==> config.mk <==
export PLATFORM = sky130hd
export DESIGN_NAME = mips_integer_alu_execute_core
export DESIGN_NICKNAME = d
export VERILOG_FILES = /design/src/hdl/mae_pkg.sv /design/src/hdl/mae_regfile.sv /design/src/hdl/mae_muldiv.sv /design/src/hdl/mips_integer_alu_execute_core.sv
export SDC_FILE = /design/constraint.sdc
export NUM_CORES = 2
export LEC_CHECK = 0
export BUFFER_PORTS_ARGS = -buffer_cell sky130_fd_sc_hd__buf_4
export CAP_MARGIN = 20
export CORE_ASPECT_RATIO = 0.8
export CORE_MARGIN = 2
export CORE_UTILIZATION = 47
export CTS_CLUSTER_SIZE = 24
export DETAILED_ROUTE_END_ITERATION = 12
export GPL_TIMING_DRIVEN = 0
export SYNTH_ARGS = -nofsm -noshare
export SYNTH_HDL_FRONTEND = slang
export SYNTH_SLANG_ARGS = --single-unit
==> constraint.sdc <==
create_clock -name clk -period 5.3 [get_ports clk]
set_clock_uncertainty 0.15 [all_clocks]
set_input_delay 0.795 -clock clk [delete_from_list [all_inputs] [get_ports clk]]
set_output_delay 0.795 -clock clk [all_outputs]
set_load 0.03 [all_outputs]
==> src/hdl/mae_pkg.sv <==
package mae_pkg;

    localparam int WordBits = 32;
    localparam int RegIdxBits = 5;
    localparam int RegCount = 32;

    localparam logic [5:0] OP_SPECIAL = 6'h00;
    localparam logic [5:0] OP_ADDI    = 6'h08;
    localparam logic [5:0] OP_ADDIU   = 6'h09;
    localparam logic [5:0] OP_SLTI    = 6'h0A;
    localparam logic [5:0] OP_SLTIU   = 6'h0B;
    localparam logic [5:0] OP_ANDI    = 6'h0C;
    localparam logic [5:0] OP_ORI     = 6'h0D;
    localparam logic [5:0] OP_XORI    = 6'h0E;

    localparam logic [5:0] FN_SLL   = 6'h00;
    localparam logic [5:0] FN_SRL   = 6'h02;
    localparam logic [5:0] FN_SRA   = 6'h03;
    localparam logic [5:0] FN_SLLV  = 6'h04;
    localparam logic [5:0] FN_SRLV  = 6'h06;
    localparam logic [5:0] FN_SRAV  = 6'h07;
    localparam logic [5:0] FN_MULT  = 6'h18;
    localparam logic [5:0] FN_MULTU = 6'h19;
    localparam logic [5:0] FN_DIV   = 6'h1A;
    localparam logic [5:0] FN_DIVU  = 6'h1B;
    localparam logic [5:0] FN_ADD   = 6'h20;
    localparam logic [5:0] FN_ADDU  = 6'h21;
    localparam logic [5:0] FN_SUB   = 6'h22;
    localparam logic [5:0] FN_SUBU  = 6'h23;
    localparam logic [5:0] FN_AND   = 6'h24;
    localparam logic [5:0] FN_OR    = 6'h25;
    localparam logic [5:0] FN_XOR   = 6'h26;
    localparam logic [5:0] FN_NOR   = 6'h27;
    localparam logic [5:0] FN_SLT   = 6'h2A;
    localparam logic [5:0] FN_SLTU  = 6'h2B;

    typedef enum logic [2:0] {
        ST_IDLE,
        ST_READ,
        ST_EXEC,
        ST_MUL,
        ST_DIV,
        ST_FIN,
        ST_OUT
    } state_t;

    // request to the multiply/divide unit
    typedef struct packed {
        logic        start;
        logic        is_div;
        logic        sgn;
        logic [31:0] a;
        logic [31:0] b;
    } md_req_t;

    typedef struct packed {
        logic [31:0] hi;
        logic [31:0] lo;
    } md_rsp_t;

endpackage

==> src/hdl/mae_regfile.sv <==
module mae_regfile
    import mae_pkg::*;
(
    input  logic                  clk,
    input  logic                  rst_n,
    input  logic [RegIdxBits-1:0] rd_a_idx,
    input  logic [RegIdxBits-1:0] rd_b_idx,
    output logic [WordBits-1:0]   rd_a_data,
    output logic [WordBits-1:0]   rd_b_data,
    input  logic                  wr_en,
    input  logic [RegIdxBits-1:0] wr_idx,
    input  logic [WordBits-1:0]   wr_data
);

    logic [WordBits-1:0] mem [RegCount];
    logic [RegCount-1:0] valid_reg;
    logic [WordBits-1:0] a_raw_reg;
    logic [WordBits-1:0] b_raw_reg;
    logic                a_ok_reg;
    logic                b_ok_reg;

    always_ff @(posedge clk)
    begin
        if (wr_en)
        begin
            mem[wr_idx] <= wr_data;
        end
        a_raw_reg <= mem[rd_a_idx];
        b_raw_reg <= mem[rd_b_idx];
    end

    // entries never written and r0 read as zero
    always_ff @(posedge clk or negedge rst_n)
    begin
        if (!rst_n)
        begin
            valid_reg <= '0;
            a_ok_reg  <= 1'b0;
            b_ok_reg  <= 1'b0;
        end
        else
        begin
            if (wr_en)
            begin
                valid_reg[wr_idx] <= 1'b1;
            end
            a_ok_reg <= valid_reg[rd_a_idx] && (rd_a_idx != '0);
            b_ok_reg <= valid_reg[rd_b_idx] && (rd_b_idx != '0);
        end
    end

    assign rd_a_data = a_ok_reg ? a_raw_reg : '0;
    assign rd_b_data = b_ok_reg ? b_raw_reg : '0;

endmodule

==> src/hdl/mae_muldiv.sv <==
module mae_muldiv
    import mae_pkg::*;
(
    input  logic    clk,
    input  logic    rst_n,
    input  md_req_t req,
    output md_rsp_t rsp
);

    // one bit per cycle: shift-add multiply, restoring divide, on magnitudes
    logic [5:0]  cnt_reg, cnt_next;
    logic        busy_reg, busy_next;
    logic        div_reg;
    logic        neg_q_reg;
    logic        neg_r_reg;
    logic [31:0] mb_reg;
    logic [63:0] acc_reg;
    logic [32:0] rem_reg;
    logic [31:0] ma;
    logic [31:0] mb;
    logic        na;
    logic        nb;
    logic [32:0] add_sum;
    logic [32:0] trial;
    logic [63:0] prod_fix;
    logic [31:0] q_fix;
    logic [31:0] r_fix;

    assign na = req.sgn && req.a[31];
    assign nb = req.sgn && req.b[31];
    assign ma = na ? (~req.a + 32'd1) : req.a;
    assign mb = nb ? (~req.b + 32'd1) : req.b;
    assign add_sum = (acc_reg[0] ? {1'b0, mb_reg} : 33'd0) + {1'b0, acc_reg[63:32]};
    assign trial = {rem_reg[31:0], acc_reg[31]} - {1'b0, mb_reg};

    always_comb
    begin
        busy_next = busy_reg;
        cnt_next  = cnt_reg;
        if (req.start)
        begin
            busy_next = 1'b1;
            cnt_next  = 6'd32;
        end
        else if (busy_reg)
        begin
            cnt_next = cnt_reg - 6'd1;
            if (cnt_reg == 6'd1)
            begin
                busy_next = 1'b0;
            end
        end
    end

    always_ff @(posedge clk or negedge rst_n)
    begin
        if (!rst_n)
        begin
            busy_reg <= 1'b0;
            cnt_reg  <= '0;
        end
        else
        begin
            busy_reg <= busy_next;
            cnt_reg  <= cnt_next;
        end
    end

    always_ff @(posedge clk)
    begin
        if (req.start)
        begin
            div_reg   <= req.is_div;
            neg_q_reg <= na ^ nb;
            neg_r_reg <= na;
            mb_reg    <= mb;
            acc_reg   <= {32'd0, ma};
            rem_reg   <= '0;
        end
        else if (busy_reg)
        begin
            if (!div_reg)
            begin
                acc_reg <= {add_sum, acc_reg[31:1]};
            end
            else if (!trial[32])
            begin
                rem_reg <= trial;
                acc_reg <= {32'd0, acc_reg[30:0], 1'b1};
            end
            else
            begin
                rem_reg <= {rem_reg[31:0], acc_reg[31]};
                acc_reg <= {32'd0, acc_reg[30:0], 1'b0};
            end
        end
    end

    assign prod_fix = neg_q_reg ? (~acc_reg + 64'd1) : acc_reg;
    assign q_fix = neg_q_reg ? (~acc_reg[31:0] + 32'd1) : acc_reg[31:0];
    assign r_fix = neg_r_reg ? (~rem_reg[31:0] + 32'd1) : rem_reg[31:0];

    // the sequencer counts the cycles; results hold once idle
    assign rsp.hi = div_reg ? r_fix : prod_fix[63:32];
    assign rsp.lo = div_reg ? q_fix : prod_fix[31:0];

endmodule

==> src/hdl/mips_integer_alu_execute_core.sv <==
// MIPS I integer execute block with its own register file and HI/LO.
// Input channel: instruction_word with instruction_valid/instruction_ready.
// Output channel: reg_written, dest_index, dest_value, overflow_trap,
// hi_value, lo_value and unknown_op with result_valid/result_ready.
// One instruction is in flight at a time. An ALU instruction passes
// from acceptance through register file read (synchronous memory),
// execute, write back and output. MULT/MULTU/DIV/DIVU also wait in
// ST_MUL for the one-bit-per-cycle multiply/divide unit and then
// update HI/LO in ST_DIV. The next word can be taken in the cycle after
// the result is accepted, so a new instruction never overlaps the last.
// The register file sits in a synchronous RAM; per-entry valid bits make
// every register read as zero after reset, so no clearing pass is needed.
// Reset clears HI, LO and the sequencer; the block is ready at once.
// While the receiver stalls the result word is held in the output
// register and no new instruction is taken.
module mips_integer_alu_execute_core
    import mae_pkg::*;
(
    input  logic        clk,
    input  logic        rst_n,
    input  logic        instruction_valid,
    output logic        instruction_ready,
    input  logic [31:0] instruction_word,
    output logic        result_valid,
    input  logic        result_ready,
    output logic        reg_written,
    output logic [4:0]  dest_index,
    output logic [31:0] dest_value,
    output logic        overflow_trap,
    output logic [31:0] hi_value,
    output logic [31:0] lo_value,
    output logic        unknown_op
);

    state_t      state_reg, state_next;
    logic [31:0] ir_reg;
    logic [5:0]  md_cnt_reg, md_cnt_next;
    logic [31:0] hi_reg, lo_reg;
    logic [31:0] a, b;
    md_req_t     md_req;
    md_rsp_t     md_rsp;

    logic [5:0]  op, fn;
    logic [4:0]  rs, rt, rd, sh;
    logic [31:0] immz, imms;

    logic        wr_reg, ovf_reg, unk_reg;
    logic [4:0]  dst_reg;
    logic [31:0] res_reg;
    logic        e_wr, e_ovf, e_unk, e_md, e_div, e_sgn;
    logic [4:0]  e_dst, e_sa;
    logic [31:0] e_res, e_sum, e_dif, e_addi;
    logic        hilo_we;
    logic [31:0] hi_in, lo_in;

    assign op   = ir_reg[31:26];
    assign rs   = ir_reg[25:21];
    assign rt   = ir_reg[20:16];
    assign rd   = ir_reg[15:11];
    assign sh   = ir_reg[10:6];
    assign fn   = ir_reg[5:0];
    assign immz = {16'd0, ir_reg[15:0]};
    assign imms = {{16{ir_reg[15]}}, ir_reg[15:0]};

    mae_regfile u_rf (
        .clk       (clk),
        .rst_n     (rst_n),
        .rd_a_idx  (rs),
        .rd_b_idx  (rt),
        .rd_a_data (a),
        .rd_b_data (b),
        .wr_en     (state_reg == ST_FIN && wr_reg),
        .wr_idx    (dst_reg),
        .wr_data   (res_reg)
    );

    assign md_req.start  = (state_reg == ST_EXEC) && e_md;
    assign md_req.is_div = e_div;
    assign md_req.sgn    = e_sgn;
    assign md_req.a      = a;
    assign md_req.b      = b;

    mae_muldiv u_md (
        .clk   (clk),
        .rst_n (rst_n),
        .req   (md_req),
        .rsp   (md_rsp)
    );

    assign e_sum  = a + b;
    assign e_dif  = a - b;
    assign e_addi = a + imms;
    assign e_sa   = (fn == FN_SLLV || fn == FN_SRLV || fn == FN_SRAV) ? a[4:0] : sh;

    always_comb
    begin
        e_wr  = 1'b1;
        e_ovf = 1'b0;
        e_unk = 1'b0;
        e_md  = 1'b0;
        e_div = 1'b0;
        e_sgn = 1'b0;
        e_res = '0;
        e_dst = (op == OP_SPECIAL) ? rd : rt;
        if (op == OP_SPECIAL)
        begin
            unique case (fn)
                FN_SLL, FN_SLLV: e_res = b << e_sa;
                FN_SRL, FN_SRLV: e_res = b >> e_sa;
                FN_SRA, FN_SRAV: e_res = $unsigned($signed(b) >>> e_sa);
                FN_MULT:  begin e_md = 1'b1; e_sgn = 1'b1; end
                FN_MULTU: e_md = 1'b1;
                FN_DIV:   begin e_md = 1'b1; e_div = 1'b1; e_sgn = 1'b1; e_wr = 1'b0; end
                FN_DIVU:  begin e_md = 1'b1; e_div = 1'b1; e_wr = 1'b0; end
                FN_ADD:
                begin
                    e_res = e_sum;
                    e_ovf = (a[31] ^ e_sum[31]) & (b[31] ^ e_sum[31]);
                end
                FN_ADDU: e_res = e_sum;
                FN_SUB:
                begin
                    e_res = e_dif;
                    e_ovf = (a[31] ^ b[31]) & (a[31] ^ e_dif[31]);
                end
                FN_SUBU: e_res = e_dif;
                FN_AND:  e_res = a & b;
                FN_OR:   e_res = a | b;
                FN_XOR:  e_res = a ^ b;
                FN_NOR:  e_res = ~(a | b);
                FN_SLT:  e_res = {31'd0, $signed(a) < $signed(b)};
                FN_SLTU: e_res = {31'd0, a < b};
                default: begin e_wr = 1'b0; e_unk = 1'b1; end
            endcase
        end
        else
        begin
            unique case (op)
                OP_ADDI:
                begin
                    e_res = e_addi;
                    e_ovf = (a[31] ^ e_addi[31]) & (imms[31] ^ e_addi[31]);
                end
                OP_ADDIU: e_res = e_addi;
                OP_SLTI:  e_res = {31'd0, $signed(a) < $signed(imms)};
                OP_SLTIU: e_res = {31'd0, a < imms};
                OP_ANDI:  e_res = a & immz;
                OP_ORI:   e_res = a | immz;
                OP_XORI:  e_res = a ^ immz;
                default:  begin e_wr = 1'b0; e_unk = 1'b1; end
            endcase
        end
    end

    always_comb
    begin
        state_next  = state_reg;
        md_cnt_next = md_cnt_reg;
        unique case (state_reg)
            ST_IDLE: if (instruction_valid) state_next = ST_READ;
            ST_READ: state_next = ST_EXEC;
            ST_EXEC:
            begin
                if (e_md)
                begin
                    state_next  = ST_MUL;
                    md_cnt_next = 6'd32;
                end
                else
                begin
                    state_next = ST_FIN;
                end
            end
            ST_MUL:
            begin
                md_cnt_next = md_cnt_reg - 6'd1;
                if (md_cnt_reg == 6'd0)
                begin
                    state_next = ST_DIV;
                end
            end
            ST_DIV: state_next = ST_FIN;
            ST_FIN: state_next = ST_OUT;
            ST_OUT: if (result_ready) state_next = ST_IDLE;
            default: state_next = ST_IDLE;
        endcase
    end

    assign instruction_ready = (state_reg == ST_IDLE);
    assign result_valid      = (state_reg == ST_OUT);

    // HI/LO update once the unit has finished; divide by zero keeps them
    always_comb
    begin
        hilo_we = 1'b0;
        hi_in   = md_rsp.hi;
        lo_in   = md_rsp.lo;
        if (state_reg == ST_DIV)
        begin
            if (e_div)
            begin
                if (e_sgn && a == 32'h8000_0000 && b == 32'hFFFF_FFFF)
                begin
                    hilo_we = 1'b1;
                    hi_in   = '0;
                    lo_in   = 32'h8000_0000;
                end
                else
                begin
                    hilo_we = (b != '0);
                end
            end
            else
            begin
                hilo_we = 1'b1;
            end
        end
    end

    always_ff @(posedge clk or negedge rst_n)
    begin
        if (!rst_n)
        begin
            state_reg  <= ST_IDLE;
            md_cnt_reg <= '0;
            hi_reg     <= '0;
            lo_reg     <= '0;
            wr_reg     <= 1'b0;
        end
        else
        begin
            state_reg  <= state_next;
            md_cnt_reg <= md_cnt_next;
            if (hilo_we)
            begin
                hi_reg <= hi_in;
                lo_reg <= lo_in;
            end
            if (state_reg == ST_EXEC)
            begin
                wr_reg <= e_wr && !e_ovf && (e_dst != '0);
            end
            else if (state_reg == ST_DIV && !e_div)
            begin
                wr_reg <= (e_dst != '0);
            end
        end
    end

    always_ff @(posedge clk)
    begin
        if (instruction_valid && instruction_ready)
        begin
            ir_reg <= instruction_word;
        end
        if (state_reg == ST_EXEC)
        begin
            ovf_reg <= e_ovf;
            unk_reg <= e_unk;
            dst_reg <= e_dst;
            res_reg <= e_res;
        end
        else if (state_reg == ST_DIV && !e_div)
        begin
            res_reg <= md_rsp.lo;
        end
    end

    assign reg_written   = wr_reg;
    assign dest_index    = wr_reg ? dst_reg : '0;
    assign dest_value    = wr_reg ? res_reg : '0;
    assign overflow_trap = ovf_reg;
    assign hi_value      = hi_reg;
    assign lo_value      = lo_reg;
    assign unknown_op    = unk_reg;

endmodule
## Word level (Yosys, flattened, before mapping)

Memories as Yosys holds them, arrays and structs flattened. A register that Yosys moved wholly into a read port is not among the register bits.
Index checks and enable logic that the tools add are counted.

| storage, ports and cells | value |
|---|---|
| register bits | 317 |
| latch bits | 0 |
| bits in writable memories | 1024 |
| memory bits (read-only) | 0 |
| input port bits | 36 |
| output and inout port bits | 106 |
| word-level logic and storage cells | 221 |
| memories kept | 1 |

Memory list:

| name | depth | width | rd ports | clocked after Yosys merged registers in | wr ports | line | RTL |
|---|---|---|---|---|---|---|---|
| u_rf.mem | 32 | 32 | 2 | 2 | 1 | mae_regfile.sv:15 | `logic [WordBits-1:0] mem [RegCount];` |

| operators by class | value |
|---|---|
| add/subtract/negate cells | 12 |
| multipliers | 0 |
| div/mod/pow operators | 0 |
| order comparisons | 8 |
| equality and inequality tests | 39 |
| shift operators | 3 |
| muxes and demuxes | 70 |
| bitwise gates (word level) | 23 |
| reductions and logical operators | 43 |

Operators with widths:

| kind | number |
|---|---|
| 32-bit two-way mux | 22 |
| 32-bit one-hot mux with 11 select lines | 1 |
| 32-bit one-hot mux with 6 select lines | 1 |
| 32-bit NOT | 5 |
| 32-bit by 1-bit adder with 32-bit output, second input constant | 4 |
| 64-bit two-way mux | 2 |
| 32-bit < comparator | 3 |
| 32-bit adder | 2 |
| 64-bit by 1-bit adder with 64-bit output, second input constant | 1 |
| 32-bit equality test, second input constant | 2 |
| 64-bit NOT | 1 |
| 32-bit bitwise OR | 2 |
| 6-bit equality test, second input constant | 10 |
| 6-bit by 4-bit equality test with 1-bit output, second input constant | 7 |
| 32-bit by 32-bit adder with 33-bit output | 1 |
| 33-bit by 32-bit subtractor with 33-bit output | 1 |
| 32-bit by 16-bit bitwise AND with 32-bit output | 1 |
| 32-bit bitwise AND | 1 |
| 32-bit by 16-bit < comparator with 1-bit output | 1 |
| 32-bit by 16-bit bitwise OR with 32-bit output | 1 |
| 32-bit nonzero test | 1 |
| 32-bit by 5-bit << shifter with 32-bit output | 1 |
| 32-bit by 5-bit right shift with 32-bit output | 1 |
| 32-bit by 5-bit >>> shifter with 32-bit output | 1 |
| other kinds (40) | 125 |

## Longest topological paths before layout

| depth | value |
|---|---|
| depth in word-level cells | 10 |
| depth in mapped cells | 22 |
| mapped depth without buffers | 15 |

## Hierarchy

From an unflattened synthesis, not the netlist that was laid out.

| unflattened totals | value |
|---|---|
| cells, all modules | 6742 |
| area, all modules | 82724.3 um2 |

Modules (own cells, without submodules):

| module | times used | cells an instance | area each (um2) | seq. area each (um2) |
|---|---|---|---|---|
| mae_regfile | 1 | 2809 | 51413.1 | 32881.5 |
| mips_integer_alu_execute_core | 1 | 2398 | 18943.2 | 3983.8 |
| mae_muldiv | 1 | 1535 | 12368.1 | 3468.3 |

## Worst setup path before layout

Ideal clock, no wire load.

| timing path | value |
|---|---|
| path kind | reg2reg |
| start | reg u_rf.a_ok_reg |
| end | reg res_reg[28], data pin |
| setup time | 259 ps |
| arrival time | 4995 ps |
| data required time | 4891 ps |
| path slack | -104 ps |
| cell stages (with the launch flop) | 22 |
| path buffers | 8 |
| period minus slack after synthesis | 5404 ps |
| path through | dfrtp_1 buf_2 buf_2 buf_6 clkbuf_1 clkbuf_1 clkbuf_1 clkbuf_1 clkbuf_1 nand2_1 ha_1 and4_1 nand2_1 o2bb2ai_1 a211o_1 nand2_1 or3_1 or4_1 a22oi_1 o21a_1 nor2_1 o31a_1 |

| between the ends | value |
|---|---|
| word-level cells in the longest chain between the ends | 6 |
| elaborated cells on any way between the ends | 19 |
| those cells by class | 3 x add/sub; 3 x shift; 6 x mux; 7 x bitwise |

RTL lines:

| item | line | RTL |
|---|---|---|
| from (decl) | mae_regfile.sv:19 | `logic a_ok_reg;` |
| from (signal assigned) | mae_regfile.sv:47 | `a_ok_reg <= valid_reg[rd_a_idx] && (rd_a_idx != '0);` |
| 32-bit two-way mux (*) | mae_regfile.sv:52 | `assign rd_a_data = a_ok_reg ? a_raw_reg : '0;` |
| branches (longest 3 deep; another with 32-bit subtractor) | n/a |  |
| 32-bit two-way mux (*) | mips_integer_alu_execute_core.sv:105 | `if (op == OP_SPECIAL)` |
| 32-bit two-way mux (*) | mips_integer_alu_execute_core.sv:256 | `if (state_reg == ST_EXEC)` |
| to (signal assigned) | mips_integer_alu_execute_core.sv:261 | `res_reg <= e_res;` |
| to (signal assigned) | mips_integer_alu_execute_core.sv:265 | `res_reg <= md_rsp.lo;` |
| to (decl) | mips_integer_alu_execute_core.sv:49 | `logic [31:0] res_reg;` |

Every way passes the cells marked *.
A chain may end at the register's enable or synchronous reset.

## Worst setup path in the final report

| timing path | value |
|---|---|
| start | reg ir_reg[0] |
| end | reg res_reg[0], data pin |

| between the ends | value |
|---|---|
| word-level cells in the longest chain between the ends | 8 |
| elaborated cells on any way between the ends | 37 |
| those cells by class | 1 x add/sub; 2 x order compare; 15 x eq/ne; 3 x shift; 5 x mux; 3 x bitwise; 8 x reduce/logical |

RTL lines:

| item | line | RTL |
|---|---|---|
| from (decl) | mips_integer_alu_execute_core.sv:36 | `logic [31:0] ir_reg;` |
| from (signal assigned) | mips_integer_alu_execute_core.sv:254 | `ir_reg <= instruction_word;` |
| 6-bit by 3-bit equality test with 1-bit output | mips_integer_alu_execute_core.sv:93, mips_integer_alu_execute_core.sv:107 |  |
| 1-bit logical OR (2 in series) | mips_integer_alu_execute_core.sv:93 | `assign e_sa = (fn == FN_SLLV \|\| fn == FN_SRLV \|\| fn == FN_SRAV) ? a[4:0] : sh;` |
| 5-bit two-way mux | mips_integer_alu_execute_core.sv:93 |  |
| 32-bit by 5-bit >>> shifter with 32-bit output, or another cell as far along | mips_integer_alu_execute_core.sv:110 | `FN_SRA, FN_SRAV: e_res = $unsigned($signed(b) >>> e_sa);` |
| 32-bit one-hot mux with 11 select lines | mips_integer_alu_execute_core.sv:107 | `unique case (fn)` |
| 32-bit two-way mux (*) | mips_integer_alu_execute_core.sv:105 |  |
| 32-bit two-way mux (*) | mips_integer_alu_execute_core.sv:256 |  |

Mark *: on every way between the ends. The rest lies on a longest branch, timed or not.

==> impl_metrics.json <==
{
  "outcome": "finished with violations",
  "violations_in_the_final_reports": "setup timing",
  "cts-root-to-sink-buffers": 3,
  "cts_root_buffer": "sky130_fd_sc_hd__clkbuf_16",
  "grt_pass1_vias": 61500,
  "synthArstFlopShare_pct": 8.12,
  "yosys_register_bits": 1404,
  "starting_density_pct": 47.2,
  "synth-simple-area-share_pct": 8.59,
  "synthDominantCellAreaShare_pct": 43.2,
  "r2r.worst_path.cells": 10,
  "p_leak_nw": 33.7,
  "maximum_number_of_pins_on_one_net_before_global_route_repair": 82,
  "grt.total_usage_pct": 42.4,
  "area_delta_synth_final_pct": 18.0,
  "critical_path.endpoint_type": "register",
  "drc_errors": 0,
  "startpoint_type": "register",
  "synthesis.area_sq_um": 80900,
  "final-instance-count-excl-fill": 9156,
  "row_count": 136,
  "synth-xor-area-share_pct": 2.66,
  "via_per_inst": 7.21,
  "period_needed_ns": 5.63,
  "worst_pin_slew_ns": 1.30,
  "tritoncts.num_buffers": 144,
  "dominant_cell_type_by_count_on_the_critical_path": "sky130_fd_sc_hd__clkbuf_1",
  "fin_area_sq_um": 95400,
  "vias": 66000,
  "timing.critical_path.arrival_ns": 5.91,
  "tritoncts": "built",
  "finish.net_count": 6990,
  "seq_area_frac_synth_pct": 49.9,
  "finalHoldViolations": 0,
  "synth_flop_cell": "sky130_fd_sc_hd__edfxtp_1",
  "htree_num_levels": 4,
  "synth_compound_gate_area_share_pct": 11.3,
  "r2r-start": "ir_reg[0]",
  "drt_first_pass_iters": 6,
  "synth.area.top_cells": "sky130_fd_sc_hd__edfxtp_1 43%, sky130_fd_sc_hd__mux4_2 19%, sky130_fd_sc_hd__dfrtp_1 3.5%, sky130_fd_sc_hd__dfxtp_1 3.2%, sky130_fd_sc_hd__ha_1 3.1%",
  "power_density_nw_per_um2": 495,
  "synth_most_common_cell": "sky130_fd_sc_hd__edfxtp_1",
  "syn_area_per_cell_sq_um": 13.0,
  "holdCritPathClass": "primary input to register",
  "drv.max_cap_violation_count": 0,
  "detailed_place.area_sq_um": 87800,
  "crit_family": "buffers and inverters",
  "grt_total_ovfl": 0,
  "crit_chain": "buf_2, clkinv_1, buf_1, clkbuf_1, clkbuf_1, ha_1, o21ai_0, o211ai_1, a211oi_1, a32oi_2",
  "detail_routed_net_length_per_standard_cell_um": 41.1,
  "finalCritPeriodShare_pct": 106,
  "critical_path.slowest_cell": "sky130_fd_sc_hd__clkbuf_1",
  "clk_pin_slew_ns": 0.06,
  "synth.largest_area_cell": "sky130_fd_sc_hd__edfxtp_1",
  "detail_route.wirelength_mm": 377,
  "ys_types": 111,
  "place_congestion": 1.07,
  "synth.net_count": 6444,
  "post_synth_edffs": 1162,
  "post_route_cells_drive_above_1_share_pct": 25.5,
  "path_buf_inv": 5,
  "dr.first_iter.drc_count": 11800,
  "fmaxAchievable_mhz": 178,
  "regToRegEndpoint": "res_reg[0]",
  "die_w_um": 468,
  "floorplan.die_area_sq_um": 175000,
  "yosys_warnings": 0,
  "grt_setup_unrepaired": "true",
  "post_placement_setup_slack_ns": -4.73,
  "grt_antenna_before_repair": 23,
  "worst_slew_margin_relative_to_its_limit_pct": 13.1,
  "numPortBuffers": 141,
  "floorplan.core_area_sq_um": 171000,
  "insertion_delay_ns": 0.81,
  "setup-violations-final": 27,
  "drt.antenna.violating_nets": 0,
  "grt_pass1_wl_mm": 509,
  "crit_path_max_fanout": 10,
  "hpwl_mm": 289,
  "post_synth_fa_ha_maj_area_fraction_pct": 3.19,
  "vdd_drop_max_mv": 0.386,
  "finalCoreUtilization_pct": 55.7,
  "largest_reg_flops": 1024,
  "cp.required_ns": 5.58,
  "timing.critical_path.slowest_cell_delay_ns": 0.97,
  "report.final.slew_viol_count": 0,
  "power.total_w": 0.0472,
  "netlist_instances": 6205,
  "ys_top_cells_by_count": "1162 x sky130_fd_sc_hd__edfxtp_1, 668 x sky130_fd_sc_hd__mux4_2, 459 x sky130_fd_sc_hd__nand2_1",
  "post_synth_mux_area_share_pct": 21.4,
  "setup.worst_path.class": "register to register",
  "floorplan.io_pins": 142,
  "layout_setup_ws_ns": -0.331,
  "dp.cells": 8761,
  "worst_hold_path.endpoint": "ir_reg[1]",
  "ff2ff_setup_slack_ns": -0.33,
  "min_delay_path_depth": 1,
  "n_fill_cell": 14000,
  "largest_family_of_logic_cells_by_synthesized_area": "multiplexers",
  "cts.sinks": 1404,
  "die_extent_in_y_um": 375,
  "holdCritStartpoint": "instruction_word[1]"
}
==> cell type report <==
class,count,area [sq um],share of cell area [%]
timing repair buffer,412,5200,5.46
antenna,9,22.5,0.0236
multi-input combinational,4192,39500,41.4
inverter,174,723,0.758
sequential,1404,40300,42.3
buffer,423,1980,2.07
clock inverter,74,878,0.921
tap,2277,2850,2.99
clock buffer,191,3900,4.09
==> what timing repair did <==
action | 4_1_cts | 5_1_grt
gates cloned | 0 | 0
hold buffers | 23 | 0
resized for setup | 268 | 77
pin swaps | 22 | 23
setup buffers | 34 | 34
endpoints found under the setup margin | 136 | 59
hold endpoints to repair | 55 | 0
==> placed cells by master, fill, tap and decap left out, types with 103 or more instances in the layout <==
cell type and instances:
sky130_fd_sc_hd__mux2i_1 124, sky130_fd_sc_hd__nor2_1 300, sky130_fd_sc_hd__a21oi_1 309, sky130_fd_sc_hd__dfrtp_1 112
sky130_fd_sc_hd__nor3_1 119, sky130_fd_sc_hd__nand2_1 439, sky130_fd_sc_hd__ha_1 183, sky130_fd_sc_hd__dfxtp_1 127
sky130_fd_sc_hd__clkbuf_16 149, sky130_fd_sc_hd__edfxtp_1 1162, sky130_fd_sc_hd__o31ai_1 103, sky130_fd_sc_hd__mux4_2 668
sky130_fd_sc_hd__buf_4 234, sky130_fd_sc_hd__o21ai_0 336, sky130_fd_sc_hd__xnor2_1 159, sky130_fd_sc_hd__inv_1 141
sky130_fd_sc_hd__clkbuf_1 296
==> per-layer routing <==
metal / vias to the layer above / share of wire [%] / GRT usage (%)
met5: - / 0.012 / 0
met4: 8 / 4.1 / 15.2
met3: 772 / 16 / 17.2
met2: 5626 / 39 / 55.6
met1: 33800 / 41 / 62.6
li1: 25800 / - / -
==> through the flow <==
| step | hold slack [ns] | TNS (ns) |
|---|---|---|
| floorplan | 0.300 | 0 |
| global placement | 0.313 | -1259.35 |
| detailed placement | 0.317 | -181.33 |
| CTS | 0.0187 | -0.00794 |
| global route | 0.0418 | -0.0240 |
| finish | 0.0612 | -3.20 |
==> kinds of logic after synthesis <==
kind of cell | count (synthesis)
XOR/XNOR | 246
adder cells (fa/ha/maj) | 205
AO/OA/AOI/OAI | 1418
buffers and inverters | 609
multiplexers | 883
AND/OR/NAND/NOR | 1440
flip-flops | 1404
==> worst max path at each step <==
stage	startpoint	to	slack, ns	cells after the start
floorplan	u_rf.a_ok_reg	res_reg[28]	0.007	21
global route	u_rf.a_ok_reg	res_reg[30]	-0.01	17
finish	ir_reg[0]	res_reg[0]	-0.33	10
CTS	u_rf.a_ok_reg	res_reg[31]	-0.008	21
detailed placement	u_rf.a_ok_reg	res_reg[31]	-4.73	19
global placement	u_rf.a_ok_reg	res_reg[31]	-5.24	19
==> power breakdown <==
group	switching, W	internal (W)	leakage (nW)	total (W)
Sequential	0.00177	0.0139	13.0	0.0157
Clock	0.00463	0.00581	2.33	0.0104
Combinational	0.0138	0.00726	18.4	0.0211
Total	0.0202	0.0270	33.7	0.0472
Power figures use the tool's default switching activity.
